## config.mk

```make
export PLATFORM = sky130hd
export DESIGN_NAME = rlew_word_decompressor
export DESIGN_NICKNAME = d
export VERILOG_FILES = /design/src/rtl/core/rlew_pkg.sv /design/src/rtl/core/rlew_word_decompressor.sv
export SDC_FILE = /design/constraint.sdc
export NUM_CORES = 1
export LEC_CHECK = 0
export ABC_AREA = 0
export BUFFER_PORTS_ARGS = -buffer_cell sky130_fd_sc_hd__buf_2
export CAP_MARGIN = 20
export CELL_PAD_IN_SITES_DETAIL_PLACEMENT = 1
export CELL_PAD_IN_SITES_GLOBAL_PLACEMENT = 1
export CORE_ASPECT_RATIO = 0.6
export CORE_MARGIN = 3
export CORE_UTILIZATION = 35
export CTS_BUF_LIST = sky130_fd_sc_hd__clkbuf_8
export DETAILED_ROUTE_END_ITERATION = 8
export MAX_ROUTING_LAYER = met4
export PLACE_DENSITY_LB_ADDON = 0.1
export SYNTH_ARGS = -nofsm -noshare
export SYNTH_HDL_FRONTEND = slang
export SYNTH_SLANG_ARGS = --single-unit
```

## constraint.sdc

```tcl
create_clock -name clk_i -period 6 [get_ports clk_i]
set_input_delay 1.2 -clock clk_i [delete_from_list [all_inputs] [get_ports clk_i]]
set_output_delay 1.2 -clock clk_i [all_outputs]
set_load 0.01 [all_outputs]
```

## src/rtl/core/rlew_pkg.sv

```systemverilog
// shared types and constants of the rlew word decompressor
`default_nettype none
package rlew_pkg;

  localparam int unsigned WordW     = 16;
  localparam int unsigned ByteW     = 8;
  localparam int unsigned ProducedW = 17;
  localparam int unsigned CfgIdxW   = 1;

  typedef logic [WordW-1:0]     word_t;
  typedef logic [ByteW-1:0]     byte_t;
  typedef logic [ProducedW-1:0] produced_t;
  typedef logic [WordW-2:0]     final_t;
  typedef logic [CfgIdxW-1:0]   cfg_idx_t;

  // configuration register indexes
  localparam cfg_idx_t CfgRunKey       = 1'b0;
  localparam cfg_idx_t CfgLittleEndian = 1'b1;

  localparam word_t     RunKeyReset = 16'hFEFE;
  localparam produced_t ProducedMax = {ProducedW{1'b1}};

  // pair two stream bytes into a word in the configured byte order
  function automatic word_t join_bytes(input byte_t first, input byte_t second,
                                       input logic little_endian);
    word_t w;
    if (little_endian) begin
      w = {second, first};
    end else begin
      w = {first, second};
    end
    return w;
  endfunction

endpackage
`default_nettype wire

```

## src/rtl/core/rlew_word_decompressor.sv

```systemverilog
// rlew word decompressor: byte stream in, run descriptors out
//
// input channel: one compressed byte per transaction (data_byte_i), with
// stream_start_i set on the first header byte of a new file. the first two
// bytes give the final length in bytes; the rest pair into words, and a word
// equal to run_key opens a (key, count, value) triple.
// output channel: one run descriptor per transaction (word_value_o,
// repeat_count_o, last_run_o); plain words carry a repeat count of one.
// output: a descriptor is registered and shown in the cycle after the byte that completes it.
// throughput: one byte per cycle, set by the single output register; a new
// byte is taken whenever the output register is empty or being drained.
// a stalled receiver holds the descriptor and, with it, the input channel.
// reset: first header byte expected, run key 0xfefe, big-endian, output empty.
// configuration: cfg_we_i writes register cfg_index_i (0 run key, 1 endian); the user must write
// only while no transaction is in flight, as the block itself does not enforce it.
`default_nettype none
module rlew_word_decompressor (
  input  wire logic              clk_i,
  input  wire logic              rst_ni,
  input  wire logic              in_valid_i,
  output logic                   in_ready_o,
  input  wire rlew_pkg::byte_t   data_byte_i,
  input  wire logic              stream_start_i,
  output logic                   out_valid_o,
  input  wire logic              out_ready_i,
  output rlew_pkg::word_t        word_value_o,
  output rlew_pkg::word_t        repeat_count_o,
  output logic                   last_run_o,
  input  wire logic              cfg_we_i,
  input  wire rlew_pkg::cfg_idx_t cfg_index_i,
  input  wire rlew_pkg::word_t   cfg_wdata_i
);
  import rlew_pkg::*;

  localparam logic [2:0] PhHdr0  = 3'd0;
  localparam logic [2:0] PhHdr1  = 3'd1;
  localparam logic [2:0] PhWord0 = 3'd2;
  localparam logic [2:0] PhWord1 = 3'd3;
  localparam logic [2:0] PhCnt0  = 3'd4;
  localparam logic [2:0] PhCnt1  = 3'd5;
  localparam logic [2:0] PhVal0  = 3'd6;
  localparam logic [2:0] PhVal1  = 3'd7;

  word_t       run_key_q;
  logic        little_endian_q;

  logic [2:0]  phase_q, phase_d;
  byte_t       held_byte_q, held_byte_d;
  final_t      final_words_q, final_words_d;
  produced_t   produced_q, produced_d;
  word_t       run_length_q, run_length_d;
  logic        finished_q, finished_d;

  logic        out_valid_q;
  word_t       word_value_q;
  word_t       repeat_count_q;
  logic        last_run_q;

  logic        in_fire;
  logic        emit;
  word_t       emit_value;
  word_t       emit_count;
  logic        emit_last;
  word_t       joined;
  produced_t   produced_base;
  logic [ProducedW:0] produced_sum;
  produced_t   produced_sat;

  assign in_ready_o = !out_valid_q || out_ready_i;
  assign in_fire    = in_valid_i && in_ready_o;
  assign joined     = join_bytes(held_byte_q, data_byte_i, little_endian_q);

  // running total, cleared by a start mark or the header
  assign produced_sum = {1'b0, produced_base} + {{(ProducedW + 1 - WordW){1'b0}}, emit_count};
  assign produced_sat = produced_sum[ProducedW] ? ProducedMax : produced_sum[ProducedW-1:0];

  always_comb begin
    phase_d       = phase_q;
    held_byte_d   = held_byte_q;
    final_words_d = final_words_q;
    produced_base = produced_q;
    run_length_d  = run_length_q;
    finished_d    = finished_q;
    emit          = 1'b0;
    emit_value    = joined;
    emit_count    = 16'd1;
    produced_d    = produced_q;
    emit_last     = 1'b0;
    if (in_fire && (stream_start_i || !finished_q)) begin
      if (stream_start_i) begin
        phase_d       = PhHdr0;
        produced_base = '0;
        run_length_d  = '0;
        finished_d    = 1'b0;
      end
      unique case (stream_start_i ? PhHdr0 : phase_q)
        PhHdr0, PhWord0, PhCnt0, PhVal0: begin
          held_byte_d = data_byte_i;
          phase_d     = (stream_start_i ? PhHdr0 : phase_q) + 3'd1;
        end
        PhHdr1: begin
          final_words_d = joined[WordW-1:1];
          produced_base = '0;
          phase_d       = PhWord0;
          finished_d    = (joined[WordW-1:1] == '0);
        end
        PhWord1: begin
          if (joined == run_key_q) begin
            phase_d = PhCnt0;
          end else begin
            phase_d = PhWord0;
            emit    = 1'b1;
          end
        end
        PhCnt1: begin
          run_length_d = joined;
          phase_d      = PhVal0;
        end
        PhVal1: begin
          phase_d    = PhWord0;
          emit_count = run_length_q;
          emit       = (run_length_q != '0);
        end
      endcase
      produced_d = produced_base;
      if (emit) begin
        produced_d = produced_sat;
        emit_last  = (produced_sat >= {2'b00, final_words_q});
        finished_d = finished_d || emit_last;
      end
    end
  end

  always_ff @(posedge clk_i or negedge rst_ni) begin
    if (!rst_ni) begin
      run_key_q       <= RunKeyReset;
      little_endian_q <= 1'b0;
      phase_q         <= PhHdr0;
      held_byte_q     <= '0;
      final_words_q   <= '0;
      produced_q      <= '0;
      run_length_q    <= '0;
      finished_q      <= 1'b0;
      out_valid_q     <= 1'b0;
    end else begin
      if (cfg_we_i) begin
        unique case (cfg_index_i)
          CfgRunKey:       run_key_q       <= cfg_wdata_i;
          CfgLittleEndian: little_endian_q <= cfg_wdata_i[0];
        endcase
      end
      phase_q       <= phase_d;
      held_byte_q   <= held_byte_d;
      final_words_q <= final_words_d;
      produced_q    <= produced_d;
      run_length_q  <= run_length_d;
      finished_q    <= finished_d;
      if (emit) begin
        out_valid_q <= 1'b1;
      end else if (out_ready_i) begin
        out_valid_q <= 1'b0;
      end
    end
  end

  // descriptor payload, loaded only with a new transaction
  always_ff @(posedge clk_i) begin
    if (emit) begin
      word_value_q   <= emit_value;
      repeat_count_q <= emit_count;
      last_run_q     <= emit_last;
    end
  end

  assign out_valid_o    = out_valid_q;
  assign word_value_o   = word_value_q;
  assign repeat_count_o = repeat_count_q;
  assign last_run_o     = last_run_q;

endmodule
`default_nettype wire

```

==> run metrics <==
area occupied by multi-input gates 3080 um^2; Worst-Skew Late Latency 0.40 ns; Final min period ~5.6 ns; Final Setup Violations 0; Post-Place Worst Slack -0.347 ns; routed wire length 17,500 um; Pleak 3.40 nW; Filler cells 1,966; FF+latch count, synth 111; WP data required just over 6 ns; antenna violations before repair 0; clock-pin slew on the worst setup and hold paths 0.12 ns; Post-Place Cells 881; post-synthesis async set-or-reset flop share 0.703; Sink Count between 100 and 150; status finished, final reports clean; final setup skew around 0.023 ns; Port-buffer cells 65; vias per cell about 5.3; most frequent cell after synthesis dfrtp_1; 1st-pass router iterations 4; share of layout cells above drive strength 1 0.261; CTS buffer count 9; Layout Cells excl Fill 898; HPWL after DPL between 10,000 and 15,000 um; Slew HR 0.355; # rows 37; Post-Route Utilization 0.414; total gr overflow 0; first-pass GRT wire length between 20,000 and 30,000 um; Post-synth EDFFs 33; YS warnings 0; most frequent cells after synthesis 64 x dfrtp_1, 39 x inv_1, 38 x nand2_1, 36 x ha_1; FF-to-FF setup slack around 1 ns; register area about 3000 um^2; DIE WIDTH 179 um; Post-CTS Repair Setup Buffers 0; Max Fclk ~180 MHz; post-synth top area cell dfrtp_1; Antenna diodes 0; Gate Count Post-Synth 585; DR WL/cell 19.5 um; final cell area excluding filler cells 7190 um^2; hold depth 2; post-synth cell types between 50 and 60; Die Area a little under 20,000 um^2; number of global-route vias before repair between 4k and 5k; VDD IR max 0.126 mV; Final Hold Fails 0; largest net degree at the start of global routing 60; via count roughly 4.7k; core area 17,400 um^2; htree depth 3; gpl congestion about 0.84; Setup CP Type input pin to register; Total GRT Usage 0.197; Clock Tree Root clkbuf_8; clock buffer depth 2; top post-synthesis cells by area dfrtp_1 26%, edfxtp_1 16%, ha_1 7.2%; Worst EP arrival roughly 5.7 ns; DP Area about 6900 um^2; crit-path max FO 14; die height 110 um; initial drt markers 300; Startpoint Class input pin; CTS tree done; area grow syn2layout 14.7%; Avg Inst Size Synth 10.7 um^2; final setup TNS 0 ns; syn nets between 600 and 700; Post-Syn Area roughly 6300 um^2; Layout Nets between 700 and 800; Worst Setup End Kind register; DR DRC count 0; power per standard cell area ~240 nW/um^2; post-synth top area share 0.255; Slew @ Worst Pin between 0.9 and 1 ns; R2R depth 23; Seq/Total Area, Yosys 0.472; I/O Pins 66; max cap viols 0; Slew Viols, Final 0; starting density of the core 0.361; ANT nets after route 0; Final Worst Setup Slack 0.421 ns; Final period util 0.930; RSZ-0062 raised after global routing false; hold crit path type register to register; Synth Flop Type dfrtp_1
metrics by stage:
stage,hold WS (ns),power [W]
detailed placement,0.482,0.00126
finish,0.512,0.00173
global placement,0.477,0.00124
floorplan,0.448,0.00114
CTS,0.513,0.00175
global route,0.553,0.00183
layout make-up:
type	instances	share of cell area
inverters	40	0.0209
well taps	234	0.0407
clock inverters	7	0.0117
multi-input cells	411	0.428
clock buffers	9	0.0172
flip-flops and latches	111	0.412
repair buffers	86	0.0699
critical path, cell delays in order:
cell	delay, ns
buf_2	0.13
nand2b_1	0.17
inv_1	0.11
ha_1	0.18
a21o_1	0.11
nand2_1	0.19
buf_4	0.24
and2_1	0.18
ha_1	0.35
and3_1	0.22
a221o_1	0.35
a21o_1	0.20
o21ai_1	0.16
a21oi_2	0.10
buf_4	0.20
or2_2	0.34
ha_1	0.22
a211oi_2	0.27
nand2_1	0.08
a31oi_1	0.16
buf_4	0.16
o21ai_1	0.10
a21oi_1	0.16
a31oi_1	0.11
path summary, 6_finish.rpt:
kind                                   to            from
max in group asynchronous   produced_q[7]          rst_ni
setup reg to reg               last_run_o      phase_q[0]
setup / recovery               last_run_o  stream_start_i
hold / removal                 phase_q[0]      phase_q[0]
hold reg to reg                phase_q[0]      phase_q[0]
min in group asynchronous  produced_q[15]          rst_ni
power by group:
group,switching [W],internal (W),total (W)
registers,0.0000665,0.000862,0.000929
clock network,0.000315,0.000171,0.000485
logic,0.000179,0.000139,0.000318
total,0.000560,0.00117,0.00173
layer usage:
metal | routed length, um | GRT usage
met1 | 9680 | 0.301
met2 | 7270 | 0.280
met3 | 494 | 0.0328
met4 | 89 | 0.0244
met5 | 0 | -
registers in the layout, indices dropped and copies added, names as in the netlist, 3 cells and up:
name            cells
produced_q         17
repeat_count_o     16
run_key_q          16
run_length_q       16
word_value_o       16
final_words_q      15
held_byte_q         8
phase_q             3
logic make-up (layout without fill, tap and decap cells):
kind of cell             count (synthesis)  in the layout  synth area share
AO/OA/AOI/OAI                          114            114             0.113
XOR/XNOR                                19             19            0.0265
adder cells (fa/ha/maj)                 37             37            0.0750
buffers and inverters                   63            142            0.0417
flip-flops                             111            111             0.472
multiplexers                            55             55             0.102
AND/OR/NAND/NOR                        186            186             0.170
cell usage in the layout, fill, tap and decap left out, types with 4 or more instances in the layout:
cell | Yosys | final
clkbuf_8 | 0 | 9
o21a_1 | 6 | 6
buf_2 | 2 | 64
a21o_1 | 10 | 10
nor2b_1 | 4 | 4
and2_1 | 19 | 19
nor3_1 | 6 | 6
ha_1 | 36 | 35
xnor2_1 | 17 | 17
edfxtp_1 | 33 | 33
dfrtp_1 | 64 | 64
a21oi_1 | 28 | 27
nor4_1 | 6 | 6
buf_4 | 0 | 21
o21bai_1 | 5 | 5
and3_1 | 19 | 19
nand2_1 | 38 | 38
mux2_4 | 7 | 7
nand3_1 | 4 | 4
nand4_1 | 12 | 12
inv_1 | 39 | 39
mux2i_2 | 4 | 4
or4_1 | 4 | 4
nand2b_1 | 18 | 18
o21ai_1 | 1 | 4
or2_2 | 4 | 4
a31oi_1 | 5 | 5
mux2_2 | 31 | 31
nor4bb_1 | 16 | 16
mux2i_1 | 13 | 13
a211oi_1 | 7 | 4
dfstp_2 | 14 | 14
nor2_1 | 29 | 29
o21ai_0 | 33 | 30
repair_timing:
| action | 4_1_cts | 5_1_grt |
|---|---|---|
| hold buffers | 0 | 0 |
| gates resized for setup | 0 | 10 |
| endpoints found under the setup margin | 0 | 2 |
Power figures use the tool's default switching activity.
